### src/rtl/core/wes_pkg.sv
// Package for the warm-up enrichment scaler: field widths, table breakpoints,
// the divide-by-100 reciprocal and the shared pipeline types.
// No dependencies.
`default_nettype none

package wes_pkg;

  localparam int TEMP_W = 9;
  localparam int PW_W   = 16;
  localparam int PCT_W  = 8;
  localparam int PROD_W = PW_W + PCT_W;

  // Reciprocal of 100: floor(x / 100) == (x * RECIP_M) >> RECIP_SH for all x < 2**24.
  localparam int RECIP_SH = 31;
  localparam int RECIP_W  = 25;
  localparam logic [RECIP_W-1:0] RECIP_M = 25'd21474837;
  localparam int SCALED_W = PROD_W + RECIP_W;
  localparam int QUOT_W   = SCALED_W - RECIP_SH;

  // Temperature breakpoints in degrees C.
  localparam logic signed [TEMP_W-1:0] T_K0 = -9'sd10;
  localparam logic signed [TEMP_W-1:0] T_K1 = 9'sd0;
  localparam logic signed [TEMP_W-1:0] T_K2 = 9'sd10;
  localparam logic signed [TEMP_W-1:0] T_K3 = 9'sd20;
  localparam logic signed [TEMP_W-1:0] T_K4 = 9'sd30;
  localparam logic signed [TEMP_W-1:0] T_K5 = 9'sd40;
  localparam logic signed [TEMP_W-1:0] T_K6 = 9'sd60;
  localparam logic signed [TEMP_W-1:0] T_K7 = 9'sd80;

  // Enrichment percentages at the breakpoints.
  localparam logic [PCT_W-1:0] P_K0 = 8'd180;
  localparam logic [PCT_W-1:0] P_K1 = 8'd160;
  localparam logic [PCT_W-1:0] P_K2 = 8'd145;
  localparam logic [PCT_W-1:0] P_K3 = 8'd130;
  localparam logic [PCT_W-1:0] P_K4 = 8'd120;
  localparam logic [PCT_W-1:0] P_K5 = 8'd110;
  localparam logic [PCT_W-1:0] P_K6 = 8'd105;
  localparam logic [PCT_W-1:0] P_K7 = 8'd100;

  localparam logic [PW_W-1:0] PW_MAX = 16'hFFFF;

  // Segment slope classes: the drop per degree is 2, 3/2, 1 or 1/4, or flat at an end.
  typedef enum logic [2:0] {
    SEG_FLAT  = 3'd0,
    SEG_X2    = 3'd1,
    SEG_X3H   = 3'd2,
    SEG_X1    = 3'd3,
    SEG_QUART = 3'd4
  } seg_t;

  typedef struct packed {
    logic [PW_W-1:0]     width;
    logic [PCT_W-1:0]    pct;
    logic                sat;
  } result_t;

endpackage

`default_nettype wire

### src/rtl/core/wes_pct_calc.sv
// Piecewise-linear lookup of the enrichment percentage from coolant temperature.
// Depends on wes_pkg.
`default_nettype none

module wes_pct_calc (
  input  wire logic signed [wes_pkg::TEMP_W-1:0] temp,
  output logic [wes_pkg::PCT_W-1:0]              pct
);

  wes_pkg::seg_t                         seg;
  logic signed [wes_pkg::TEMP_W-1:0]     knot;
  logic signed [wes_pkg::TEMP_W-1:0]     diff;
  logic [wes_pkg::PCT_W-1:0]             pbase;
  logic [4:0]                            off;
  logic [5:0]                            q;
  logic [6:0]                            off3;

  always_comb begin
    seg   = wes_pkg::SEG_FLAT;
    knot  = wes_pkg::T_K0;
    pbase = wes_pkg::P_K7;
    priority if (temp <= wes_pkg::T_K0) begin
      pbase = wes_pkg::P_K0;
    end else if (temp < wes_pkg::T_K1) begin
      seg = wes_pkg::SEG_X2;    knot = wes_pkg::T_K0; pbase = wes_pkg::P_K0;
    end else if (temp < wes_pkg::T_K2) begin
      seg = wes_pkg::SEG_X3H;   knot = wes_pkg::T_K1; pbase = wes_pkg::P_K1;
    end else if (temp < wes_pkg::T_K3) begin
      seg = wes_pkg::SEG_X3H;   knot = wes_pkg::T_K2; pbase = wes_pkg::P_K2;
    end else if (temp < wes_pkg::T_K4) begin
      seg = wes_pkg::SEG_X1;    knot = wes_pkg::T_K3; pbase = wes_pkg::P_K3;
    end else if (temp < wes_pkg::T_K5) begin
      seg = wes_pkg::SEG_X1;    knot = wes_pkg::T_K4; pbase = wes_pkg::P_K4;
    end else if (temp < wes_pkg::T_K6) begin
      seg = wes_pkg::SEG_QUART; knot = wes_pkg::T_K5; pbase = wes_pkg::P_K5;
    end else if (temp < wes_pkg::T_K7) begin
      seg = wes_pkg::SEG_QUART; knot = wes_pkg::T_K6; pbase = wes_pkg::P_K6;
    end else begin
      pbase = wes_pkg::P_K7;
    end
  end

  // Offsets into a segment are below 20, so five bits hold them.
  assign diff = temp - knot;
  assign off  = diff[4:0];
  assign off3 = {2'b00, off} + {1'b0, off, 1'b0};

  // Every segment descends and the offset is non-negative, so truncation is a floor.
  always_comb begin
    unique case (seg)
      wes_pkg::SEG_FLAT:  q = 6'd0;
      wes_pkg::SEG_X2:    q = {off, 1'b0};
      wes_pkg::SEG_X3H:   q = off3[6:1];
      wes_pkg::SEG_X1:    q = {1'b0, off};
      wes_pkg::SEG_QUART: q = {3'b000, off[4:2]};
      default:            q = 6'd0;
    endcase
  end

  assign pct = pbase - {2'b00, q};

endmodule

`default_nettype wire

### src/rtl/core/wes_div100.sv
// Multiplies a scaled pulse width by the fixed-point reciprocal of 100.
// Depends on wes_pkg.
`default_nettype none

module wes_div100 (
  input  wire logic [wes_pkg::PROD_W-1:0]   prod,
  output logic [wes_pkg::SCALED_W-1:0]      scaled
);

  assign scaled = {{wes_pkg::RECIP_W{1'b0}}, prod} *
                  {{wes_pkg::PROD_W{1'b0}}, wes_pkg::RECIP_M};

endmodule

`default_nettype wire

### src/rtl/core/wes_sat.sv
// Finishes the divide by 100 with a shift and clamps the width to 16 bits.
// Depends on wes_pkg.
`default_nettype none

module wes_sat (
  input  wire logic [wes_pkg::SCALED_W-1:0] scaled,
  input  wire logic [wes_pkg::PCT_W-1:0]    pct,
  output wes_pkg::result_t                  res
);

  logic [wes_pkg::QUOT_W-1:0] quot;
  logic                       over;

  assign quot = scaled[wes_pkg::SCALED_W-1:wes_pkg::RECIP_SH];
  assign over = |quot[wes_pkg::QUOT_W-1:wes_pkg::PW_W];

  assign res.width = over ? wes_pkg::PW_MAX : quot[wes_pkg::PW_W-1:0];
  assign res.pct   = pct;
  assign res.sat   = over;

endmodule

`default_nettype wire

### src/rtl/core/warmup_enrichment_scaler.sv
// Top level of the warm-up enrichment scaler: four-stage pipeline with handshake.
// Depends on wes_pkg, wes_pct_calc, wes_div100 and wes_sat.
`default_nettype none

// Channel   | Direction | Handshake           | Payload
// ----------+-----------+---------------------+------------------------------------------
// input     | in        | in_valid/in_ready   | in_coolant_temp (s9), in_base_pulse_width
// result    | out       | out_valid/out_ready | out_enriched_pulse_width, out_enrich_percent,
//           |           |                     | out_width_saturated
//
// An accepted item passes in order through percentage lookup, width times percentage,
// multiply by the reciprocal of 100, then shift and saturate into the output register.
// One item can enter every cycle while out_ready keeps the pipeline moving.
// Each stage holds its item while the stage after it is full and stalled, so a stall at
// the output fills bubbles first and then backs up to in_ready.
// Reset clears only the valid bits; the data registers need no reset.

module warmup_enrichment_scaler (
  input  wire logic                                clk,
  input  wire logic                                rst_n,
  input  wire logic                                in_valid,
  output logic                                     in_ready,
  input  wire logic signed [wes_pkg::TEMP_W-1:0]   in_coolant_temp,
  input  wire logic [wes_pkg::PW_W-1:0]            in_base_pulse_width,
  output logic                                     out_valid,
  input  wire logic                                out_ready,
  output logic [wes_pkg::PW_W-1:0]                 out_enriched_pulse_width,
  output logic [wes_pkg::PCT_W-1:0]                out_enrich_percent,
  output logic                                     out_width_saturated
);

  // Stage valid bits travel alongside the data.
  logic s1_valid_r, s2_valid_r, s3_valid_r, out_valid_r;
  logic rdy1, rdy2, rdy3, rdy_out;

  // Stage 1: percentage and the untouched base width.
  logic [wes_pkg::PCT_W-1:0]    s1_pct_r, s1_pct_nxt;
  logic [wes_pkg::PW_W-1:0]     s1_base_r;
  // Stage 2: width times percentage, at most 65535 * 180.
  logic [wes_pkg::PROD_W-1:0]   s2_prod_r, s2_prod_nxt;
  logic [wes_pkg::PCT_W-1:0]    s2_pct_r;
  // Stage 3: product times the reciprocal of 100.
  logic [wes_pkg::SCALED_W-1:0] s3_scaled_r, s3_scaled_nxt;
  logic [wes_pkg::PCT_W-1:0]    s3_pct_r;
  // Output register.
  wes_pkg::result_t             out_res_r, out_res_nxt;

  // A stage can take a new item when it is empty or its item moves on this cycle.
  assign rdy_out  = !out_valid_r || out_ready;
  assign rdy3     = !s3_valid_r || rdy_out;
  assign rdy2     = !s2_valid_r || rdy3;
  assign rdy1     = !s1_valid_r || rdy2;
  assign in_ready = rdy1;

  wes_pct_calc u_pct (
    .temp (in_coolant_temp),
    .pct  (s1_pct_nxt)
  );

  assign s2_prod_nxt = {{wes_pkg::PCT_W{1'b0}}, s1_base_r} *
                       {{wes_pkg::PW_W{1'b0}}, s1_pct_r};

  wes_div100 u_div (
    .prod   (s2_prod_r),
    .scaled (s3_scaled_nxt)
  );

  wes_sat u_sat (
    .scaled (s3_scaled_r),
    .pct    (s3_pct_r),
    .res    (out_res_nxt)
  );

  always_ff @(posedge clk) begin
    if (!rst_n) begin
      s1_valid_r  <= 1'b0;
      s2_valid_r  <= 1'b0;
      s3_valid_r  <= 1'b0;
      out_valid_r <= 1'b0;
    end else begin
      if (rdy1)    s1_valid_r  <= in_valid;
      if (rdy2)    s2_valid_r  <= s1_valid_r;
      if (rdy3)    s3_valid_r  <= s2_valid_r;
      if (rdy_out) out_valid_r <= s3_valid_r;
    end
  end

  always_ff @(posedge clk) begin
    if (rdy1 && in_valid) begin
      s1_pct_r  <= s1_pct_nxt;
      s1_base_r <= in_base_pulse_width;
    end
    if (rdy2 && s1_valid_r) begin
      s2_prod_r <= s2_prod_nxt;
      s2_pct_r  <= s1_pct_r;
    end
    if (rdy3 && s2_valid_r) begin
      s3_scaled_r <= s3_scaled_nxt;
      s3_pct_r    <= s2_pct_r;
    end
    if (rdy_out && s3_valid_r) begin
      out_res_r <= out_res_nxt;
    end
  end

  assign out_valid                = out_valid_r;
  assign out_enriched_pulse_width = out_res_r.width;
  assign out_enrich_percent       = out_res_r.pct;
  assign out_width_saturated      = out_res_r.sat;

  // An accepted item always lands in the first stage.
  a_accept_lands: assert property (@(posedge clk) disable iff (!rst_n)
    (in_valid && in_ready) |=> s1_valid_r)
    else $error("accepted item did not reach stage 1");

  // The percentage always lies between the table ends.
  a_pct_range: assert property (@(posedge clk) disable iff (!rst_n)
    out_valid |-> (out_enrich_percent >= wes_pkg::P_K7 &&
                   out_enrich_percent <= wes_pkg::P_K0))
    else $error("enrichment percentage outside table range");

  // A saturated result is pinned at the maximum width.
  a_sat_max: assert property (@(posedge clk) disable iff (!rst_n)
    (out_valid && out_width_saturated) |-> (out_enriched_pulse_width == wes_pkg::PW_MAX))
    else $error("saturated width not at maximum");

  // No enrichment can never overflow the width.
  a_no_sat_at_100: assert property (@(posedge clk) disable iff (!rst_n)
    (out_valid && out_enrich_percent == wes_pkg::P_K7) |-> !out_width_saturated)
    else $error("saturation flagged at 100 percent");

  // A full stage 3 stalled behind a full output register keeps its item.
  a_stage_holds: assert property (@(posedge clk) disable iff (!rst_n)
    (s3_valid_r && out_valid_r && !out_ready) |=> s3_valid_r)
    else $error("stage 3 item lost during stall");

endmodule

`default_nettype wire
### config.mk
export PLATFORM = sky130hd
export DESIGN_NAME = warmup_enrichment_scaler
export DESIGN_NICKNAME = d
export VERILOG_FILES = /design/src/rtl/core/wes_pkg.sv /design/src/rtl/core/wes_pct_calc.sv /design/src/rtl/core/wes_div100.sv /design/src/rtl/core/wes_sat.sv /design/src/rtl/core/warmup_enrichment_scaler.sv
export SDC_FILE = /design/constraint.sdc
export NUM_CORES = 1
export LEC_CHECK = 0
export ABC_CLOCK_PERIOD_IN_PS = 20600
export BUFFER_PORTS_ARGS = -buffer_cell sky130_fd_sc_hd__clkbuf_2
export CAP_MARGIN = 30
export CORE_MARGIN = 1
export CORE_UTILIZATION = 45
export CTS_BUF_LIST = sky130_fd_sc_hd__clkbuf_4 sky130_fd_sc_hd__clkbuf_8
export DETAILED_ROUTE_END_ITERATION = 8
export GPL_ROUTABILITY_DRIVEN = 0
export GPL_TIMING_DRIVEN = 0
export PLACE_DENSITY = 0.68
export REMOVE_ABC_BUFFERS = 1
export SLEW_MARGIN = 20
export SYNTH_ARGS = -nofsm -noshare
export SYNTH_HDL_FRONTEND = slang
export SYNTH_SLANG_ARGS = --single-unit
### constraint.sdc
create_clock -name clk -period 20.6 [get_ports clk]
set_clock_uncertainty 0.15 [all_clocks]
set_input_delay 3.09 -clock clk [delete_from_list [all_inputs] [get_ports clk]]
set_output_delay 3.09 -clock clk [all_outputs]
set_load 0.02 [all_outputs]
-- Word-level counts from Yosys, hierarchy flattened
Cells that the tools add are included.
Widths: inputs -> output; s select.
- register bits: 142
- input bits: 29
- output and inout bits: 27
- word-level logic and storage cells: 68
- add/subtract/negate cells: 3
- $mul: 2
- $lt $le $gt $ge: 8
- equality and inequality tests: 4
- mux-type cells: 25
- reduce and logical (&&, ||, !) cells: 13
- operator list (operator ; number):
    $mux 8 ; 7
    $mul 24x25->49 const B ; 1
    $mux 5 ; 7
    $mul 16x8->24 ; 1
    $mux 3 ; 8
    $pmux 6 s4 ; 1
    $lt 9x6->1 const B ; 2
    $lt 9x7->1 const B ; 2
    $le 9x5->1 const B ; 1
    $lt 9x1->1 const B ; 1
    $lt 9x5->1 const B ; 1
    $lt 9x8->1 const B ; 1
    $mux 4 ; 2
    $sub 8x6->8 ; 1
    $add 5x6->7 ; 1
    $eq 3x2->1 const B ; 2
    $sub 5x5->5 ; 1
    $logic_and 1x1->1 ; 4
    $logic_not 1->1 ; 4
    $logic_or 1x1->1 ; 4
    $eq 3x1->1 const B ; 1
    $eq 3x3->1 const B ; 1
    $reduce_or 2->1 ; 1

-- Depth between registers and ports, before layout
Gate-level depths: netlist of the first run.
- depth after elaboration: 13
- depth in mapped cells: 23
- gate-level depth less buffers: 23

-- By module
A second synthesis of the first run with hierarchy kept.
- cell total of the unflattened synthesis: 1911
- area, all modules: 20175.6 um^2
- by module, submodules not included (module ; times used ; cells each ; area each (um^2) ; sequential area each (um^2)):
    wes_div100 ; 1 ; 1092 ; 10452.5 ; 0.0
    warmup_enrichment_scaler ; 1 ; 647 ; 8550.7 ; 4224.1
    wes_pct_calc ; 1 ; 144 ; 977.2 ; 0.0
    wes_sat ; 1 ; 28 ; 195.2 ; 0.0

-- Worst setup path before layout of the first run
OpenSTA, ideal clock, no wires.
- path kind: input-to-reg
- from: in in_coolant_temp[7] (netlist bit)
- to: reg s1_pct_r[7] (netlist bit) (data pin)
- library setup time: 271 ps
- arrival: 6733 ps
- required time: 20179 ps
- slack: 13446 ps
- stages on the path: 19
- path buffers: 0
- path through: or3_1 > nand2b_1 > a21oi_2 > nor2_1 > a21oi_1 > ha_1 > fa_1 > inv_1 > fa_1 > a22oi_1 > o21ai_0 > a31oi_1 > ha_1 > a21oi_1 > o21ai_0 > a21oi_1 > o21bai_1 > a21oi_1 > a21oi_1
- cells in the longest elaborated chain, start to end: 13
- elaborated cells on any way between the ends: 40
- classes of those cells: 3 x add/sub; 8 x order compare; 4 x eq/ne; 25 x mux
- RTL lines (element ; line ; source):
    from (decl) ; warmup_enrichment_scaler.sv:23 ; input wire logic signed [wes_pkg::TEMP_W-1:0] in_coolant_temp,
    $lt 9x8->1 ; wes_pct_calc.sv:36 ; end else if (temp < wes_pkg::T_K7) begin
    $mux 4 ; wes_pct_calc.sv:36 ;
    $mux 5 ; wes_pct_calc.sv:34 ; end else if (temp < wes_pkg::T_K6) begin
    $mux 5 ; wes_pct_calc.sv:32 ; end else if (temp < wes_pkg::T_K5) begin
    $mux 5 ; wes_pct_calc.sv:30 ; end else if (temp < wes_pkg::T_K4) begin
    $mux 5 ; wes_pct_calc.sv:28 ; end else if (temp < wes_pkg::T_K3) begin
    $mux 5 ; wes_pct_calc.sv:26 ; end else if (temp < wes_pkg::T_K2) begin
    $mux 5 ; wes_pct_calc.sv:24 ; end else if (temp < wes_pkg::T_K1) begin
    $mux 5 ; wes_pct_calc.sv:22 ; priority if (temp <= wes_pkg::T_K0) begin
    $sub 5x5->5 ; wes_pct_calc.sv:44 ; assign diff = temp - knot;
    $add 5x6->7 ; wes_pct_calc.sv:46 ; assign off3 = {2'b00, off} + {1'b0, off, 1'b0};
    $pmux 6 s4 ; wes_pct_calc.sv:50 ; unique case (seg)
    $sub 8x6->8 * ; wes_pct_calc.sv:60 ; assign pct = pbase - {2'b00, q};
    named net s1_pct_nxt, one bit ; warmup_enrichment_scaler.sv:37 ; logic [wes_pkg::PCT_W-1:0] s1_pct_r, s1_pct_nxt;
    to (signal assigned) ; warmup_enrichment_scaler.sv:90 ; s1_pct_r <= s1_pct_nxt;
    to (decl) ; warmup_enrichment_scaler.sv:37 ;
Mark *: on every way through the listed nets, which the timed path passes. The rest lies on a longest branch.
A chain may end at the register's enable or synchronous reset.

-- Worst setup path after layout of the first run
- from: in out_ready
- to: out in_ready
- cells in the longest elaborated chain, start to end: 4
- RTL lines (element ; line ; source):
    from (decl) ; warmup_enrichment_scaler.sv:26 ; input wire logic out_ready,
    $logic_or 1x1->1 ; warmup_enrichment_scaler.sv:49 ; assign rdy_out = !out_valid_r || out_ready;
    $logic_or 1x1->1 ; warmup_enrichment_scaler.sv:50 ; assign rdy3 = !s3_valid_r || rdy_out;
    $logic_or 1x1->1 ; warmup_enrichment_scaler.sv:51 ; assign rdy2 = !s2_valid_r || rdy3;
    $logic_or 1x1->1 ; warmup_enrichment_scaler.sv:52 ; assign rdy1 = !s1_valid_r || rdy2;
    to (decl) ; warmup_enrichment_scaler.sv:22 ; output logic in_ready,
No other way between the ends.

==> run metrics, run 1 <==
die area=39830 µm²; root cell of the clock tree=clkbuf_8; final hold viol count=0; effective utilization at floorplan=45.56%; Die Y=199.6 µm; # hold bufs at CTS=0; clk sinks=111; data required time at the worst endpoint=17360 ps; Synth Warn #=0; antenna-violating nets left=0; top layer in use=met4; commonest cells in the synthesized netlist=457 x inv_1, 307 x ha_1, 290 x fa_1; routed via count=11040; total buffers and inverters traversed by the critical path=2; beginning of the worst register-to-register path=s2_prod_r[7]; total setup buffers inserted after CTS=0; outcome=complete, no violations; most frequent cell on the critical path=clkbuf_2; Critical R2R Capture=s3_scaled_r[44]; Hold Crit Depth=0; overall fraction of global-route tracks in use=18.69%; total DRC errors in the routed layout=0; fill cell count=3585; worst path cell trace=clkbuf_2, nor2b_1, and2_0, nand3_1, clkbuf_2; crit path max-delay cell type=and2_0; Core Footprint=38560 µm²; worst hold path endpoint=s3_pct_r[2]; detailed-routing wirelength on met1=15300 µm; ys flop type=edfxtp_1; setup_tns=0 ps; number of synthesized register bits=111; number of enable-type register cells in the synthesized netlist=107; average size of a mapped cell=10.59 µm²; endpoint arrival time on the critical path=4340 ps; met3 WL=1011 µm; unrepaired setup endpoints after global routing=no; initial antenna violation count=0; Routed wire per std cell=15.37 µm; worst reg-to-reg setup slack=13310 ps; Post-Synthesis Cell Area=17570 µm²; number of cell instances on the worst register-to-register path=21; # Max-Cap Violations=0; Initial DRT Pass Iterations=5; final global-route overflow total=0; met2 wire len=17370 µm; transition time at the pin with the least slew margin=740.4 ps; number of instances in the synthesized netlist=1659; cell class contributing the biggest share of worst-path delay=simple AND/OR/NAND/NOR gates; global-route wire length before repair=57880 µm; final critical path time including I/O delays and setup=7580 ps; DR vias/cell=4.933; async set-or-reset flop fraction in the synthesized netlist=0%; # nets final=2340; number of global-route vias before repair=11970; worst skew pair latency=430 ps; Yosys cell types=53; Final setup violation count=0; post-CTS clock slew at the launch and capture registers of the worst setup and hold paths=120 ps; final period utilization=36.79%; proportion of layout cells with a drive suffix above 1=5.177%; Resize count post-CTS=0; CP endpoint kind=output port; area of the multi-input gates=12550 µm²; category of the worst setup path launch point=input pin; number of levels the H-tree was split into=3; kind of path behind the tightest hold check=register to register; area added between synthesis and finish=6.716%; crit path max fanout=6; cell types with the largest area share after synthesis=fa_1 33%, ha_1 22%, edfxtp_1 18%; number of buffers added by the clock tree synthesis step=9; Hold Startpoint=s2_pct_r[2]; Iteration-0 DRC Markers=410; top-count cell post-synth=inv_1; Sequential Area=3293 µm²; number of placement rows=72; Post-DP HPWL=30510 µm; pin count of the biggest net entering global routing=27; stage delay of the slowest cell on the critical path=530 ps; die width=199.6 µm; clk buf depth=2; routed wire length=34400 µm; total count of max-transition violations in the final report=0; post-synth top area share=33.05%; fmax=131.9 MHz; part of the Yosys area used for sequential elements=18.75%; TritonCTS clock tree=done; cell type with the largest total area after synthesis=fa_1; IO Pins=56; max_slew headroom=50.53%; critical path class=input pin to output port; input/output buffers=55
state kept, by name, summed over array words and instances, names as in the netlist:
name,flops
s2_prod_r,24
s3_scaled_r,18
out_enriched_pulse_width,16
s1_base_r,16
out_enrich_percent,8
s1_pct_r,8
s2_pct_r,8
s3_pct_r,8
out_valid,1
out_width_saturated,1
s1_valid_r,1
s2_valid_r,1
s3_valid_r,1
per-layer routing:
layer,track usage [%],vias up
li1,-,5342
met1,23.32,5468
met2,33.78,181
met3,2.312,50
met4,5.202,0
met5,0,-
worst max-delay path by stage:
stage	startpoint	to	slack [ps]	cells after the start
floorplan	in_coolant_temp[7]	s1_pct_r[7]	13450	19
global placement	in_coolant_temp[6]	s1_pct_r[7]	12890	20
detailed placement	in_coolant_temp[6]	s1_pct_r[7]	12700	20
CTS	out_ready	in_ready	13020	5
global route	in_coolant_temp[6]	s1_pct_r[7]	12750	20
finish	out_ready	in_ready	13020	5
final cells by class:
| class | count | share of cell area, % |
|---|---|---|
| Timing Repair Buffer | 57 | 1.762 |
| Inverter | 457 | 9.150 |
| Sequential cell | 111 | 17.57 |
| Clock inverter | 7 | 0.4472 |
| Tap cell | 518 | 3.457 |
| Clock buffer | 9 | 0.6608 |
| Antenna cell | 1 | 0.01335 |
| Multi-Input combinational cell | 1078 | 66.94 |
metrics by stage:
stage	worst slack [ps]	cells	area, µm²	utilization, %	hold WS, ps
after global placement	12890	2219	18440	47.83	254.1
after CTS	13020	2237	18740	48.61	271.6
after global routing	12750	2237	18740	48.61	277.4
final	13020	2238	18750	48.62	272.1
after detailed placement	12700	2221	18540	48.08	254.5
after floorplan	13450	1646	17520	-	250.3
placed cells by master, fill, tap and decap left out, drive strengths merged, types with 3 or more instances in the layout:
cell	n
nor3	6
ha	307
a22oi	5
nand2b	6
o21bai	7
and2	67
nand2	96
and4	4
nor2	30
fa	290
a221oi	3
nand3	14
xnor2	32
nand4	5
o211ai	3
a21boi	3
clkbuf	64
nor2b	10
edfxtp	107
a31oi	12
a211oi	4
clkinv	4
or2	5
and3	7
a21o	25
o21ai	28
inv	460
xor2	16
dfxtp	4
a21oi	49
or3	18
o21a	8
cells by family (layout without fill, tap and decap cells):
logic type | count (synthesis) | in the layout | share of synthesized area (%)
other cells | 0 | 1 | 0
fa+ha+maj | 598 | 598 | 54.97
simple gates | 270 | 270 | 7.764
buf+inv | 470 | 530 | 10.05
compound gates | 162 | 162 | 6.076
xor+xnor | 48 | 48 | 2.393
flops | 111 | 111 | 18.75
Power of run 1 is left out: the tool's default activity adds up to more than one toggle a clock period on the data nets, which glitch-free logic cannot reach.
==> run 2, diff against run 1 <==
Settings changed: ABC_CLOCK_PERIOD_IN_PS 20600 to 7200.
Clock period 20.6 ns to 7.2 ns, I/O delays scaled along.
==> run 2 against run 1 <==
  * Critical endpoint is now s3_scaled_r[42]
  * Via count rose by 0.74%
  * Highest routed layer unchanged
  * Global-route usage hardly changed
  * Hold slack hardly changed
  * Design area up 1.1%
  * Flip-flop and latch count unchanged
  * Sequential share of layout area down 0.19 points
  * Largest cell class unchanged
==> run metrics, run 2 (synthesized netlist as in run 1, its figures left out) <==
final period utilization=96.54%; overall fraction of global-route tracks in use=18.71% (+0.026 points); routed wire length=34710 µm (+0.92%); Die Y=199.6 µm (unchanged); antenna-violating nets left=0 (unchanged); root cell of the clock tree=clkbuf_8; global-route wire length before repair=57960 µm (+0.13%); TritonCTS clock tree=done; critical path launch point=s2_prod_r[3]; number of levels the H-tree was split into=3 (unchanged); # nets final=2364 (+1.0%); number of flip-flops under the largest register name=24 (unchanged); die area=39830 µm² (unchanged); beginning of the worst register-to-register path=s2_prod_r[3]; Post-Route Utilization=49.16% (+0.54 points); DR vias/cell=4.920 (-0.28%); number of buffers added by the clock tree synthesis step=9 (unchanged); kind of path behind the tightest hold check=register to register; fmax=143.9 MHz; IO Pins=56 (unchanged); endpoint arrival time on the critical path=6980 ps (+2640 ps); Routed wire per std cell=15.35 µm (-0.11%); # Max-Cap Violations=0 (unchanged); crit path max fanout=5 (-1); pin count of the biggest net entering global routing=27 (unchanged); effective utilization at floorplan=45.56% (unchanged); Core Footprint=38560 µm² (unchanged); routed via count=11120 (+0.74%); data required time at the worst endpoint=7230 ps (-10130 ps); proportion of layout cells with a drive suffix above 1=6.770% (+1.6 points); final critical path time including I/O delays and setup=6951 ps; final global-route overflow total=0 (unchanged); outcome=complete, no violations; number of placement rows=72 (unchanged); final antenna diode count=0 (-1); Regs by FF count=s2_prod_r: 24 flops, s3_scaled_r: 18 flops; clk buf depth=2 (unchanged); critical path class=register to register; clk sinks=111 (unchanged); Post-DP HPWL=30510 µm (unchanged); number of global-route vias before repair=11960 (-0.092%); Hold Startpoint=s2_pct_r[2]; Initial DRT Pass Iterations=4 (-1); top library cells by usage in the layout, fill and taps aside=457 x inv_1, 307 x ha_1, 290 x fa_1; register with the highest flop count=s2_prod_r; initial antenna violation count=0 (unchanged); post-CTS clock slew at the launch and capture registers of the worst setup and hold paths=120 ps (about the same); final std cells w/o fill=2261 (+1.0%); Iteration-0 DRC Markers=480 (+17%); worst skew pair latency=430 ps (about the same); max_slew headroom=51.97% (+1.4 points); die width=199.6 µm (unchanged); transition time at the pin with the least slew margin=718.9 ps (-21.57 ps); area added between synthesis and finish=7.899%; Final setup violation count=0 (unchanged); category of the worst setup path launch point=register; final hold viol count=0 (unchanged); total DRC errors in the routed layout=0 (unchanged); total count of max-transition violations in the final report=0 (unchanged); number of cells in the design after placement=2221 (unchanged); CP endpoint kind=register; input/output buffers=55 (unchanged); most common cell after layout, fill and taps aside=inv_1
[run 2: worst paths after layout]
kind	end	slack, ps	cells after the start
setup / recovery	s3_scaled_r[42]	250	21
hold / removal	s3_pct_r[2]	270	0
setup reg to reg	s3_scaled_r[42]	250	21
hold reg to reg	s3_pct_r[2]	270	0
[run 2: layer usage]
metal	part of all wire (%)	track usage (%)	vias up
met3	2.8	2.430	43
met5	0	0	-
met4	1.8	4.806	0
li1	-	-	5382
met1	45	23.32	5528
met2	51	33.96	170
[run 2: layout make-up]
class	count	area, µm²
sequential	111	3293
tap	518	648.1
inverter	457	1715
multi-input combinational	1078	12580
clock buffer	9	123.9
fill	3557	19600
timing repair buffer	81	510.5
clock inverter	7	83.83
[run 2: repair_timing]
item,4_1_cts,5_1_grt
setup endpoints to repair,1,8
resized for setup,1,4
pin swaps,0,1
buffers inserted,4,20
hold buffers,0,0
[run 2: worst max-delay path, stage by stage (launching register included)]
cell and delay (ps):
edfxtp_1 550, fa_1 500, inv_1 140, fa_1 480, fa_1 560, inv_1 60, fa_1 490, inv_1 50
fa_1 520, inv_1 60, fa_1 500, fa_1 440, ha_1 300, nand4_1 210, nor3_2 250, nand4_1 180
nand4_1 130, o21ai_1 160, o31a_1 400, o311ai_2 300, a31oi_1 140, xnor2_1 140
[run 2: through the flow]
step	hold slack, ps	setup TNS, ps	worst slack, ps	area, µm²
6_report	272.1	0	249.1	18950
5_1_grt	277.4	-20.37	-20.37	18950
3_5_place_dp	254.5	-43.55	-43.55	18540
3_3_place_gp	254.1	0	67.64	18440
2_1_floorplan	250.3	0	666.6	17520
4_1_cts	271.6	0	30.00	18780
Power of run 2 is left out for the same reason.
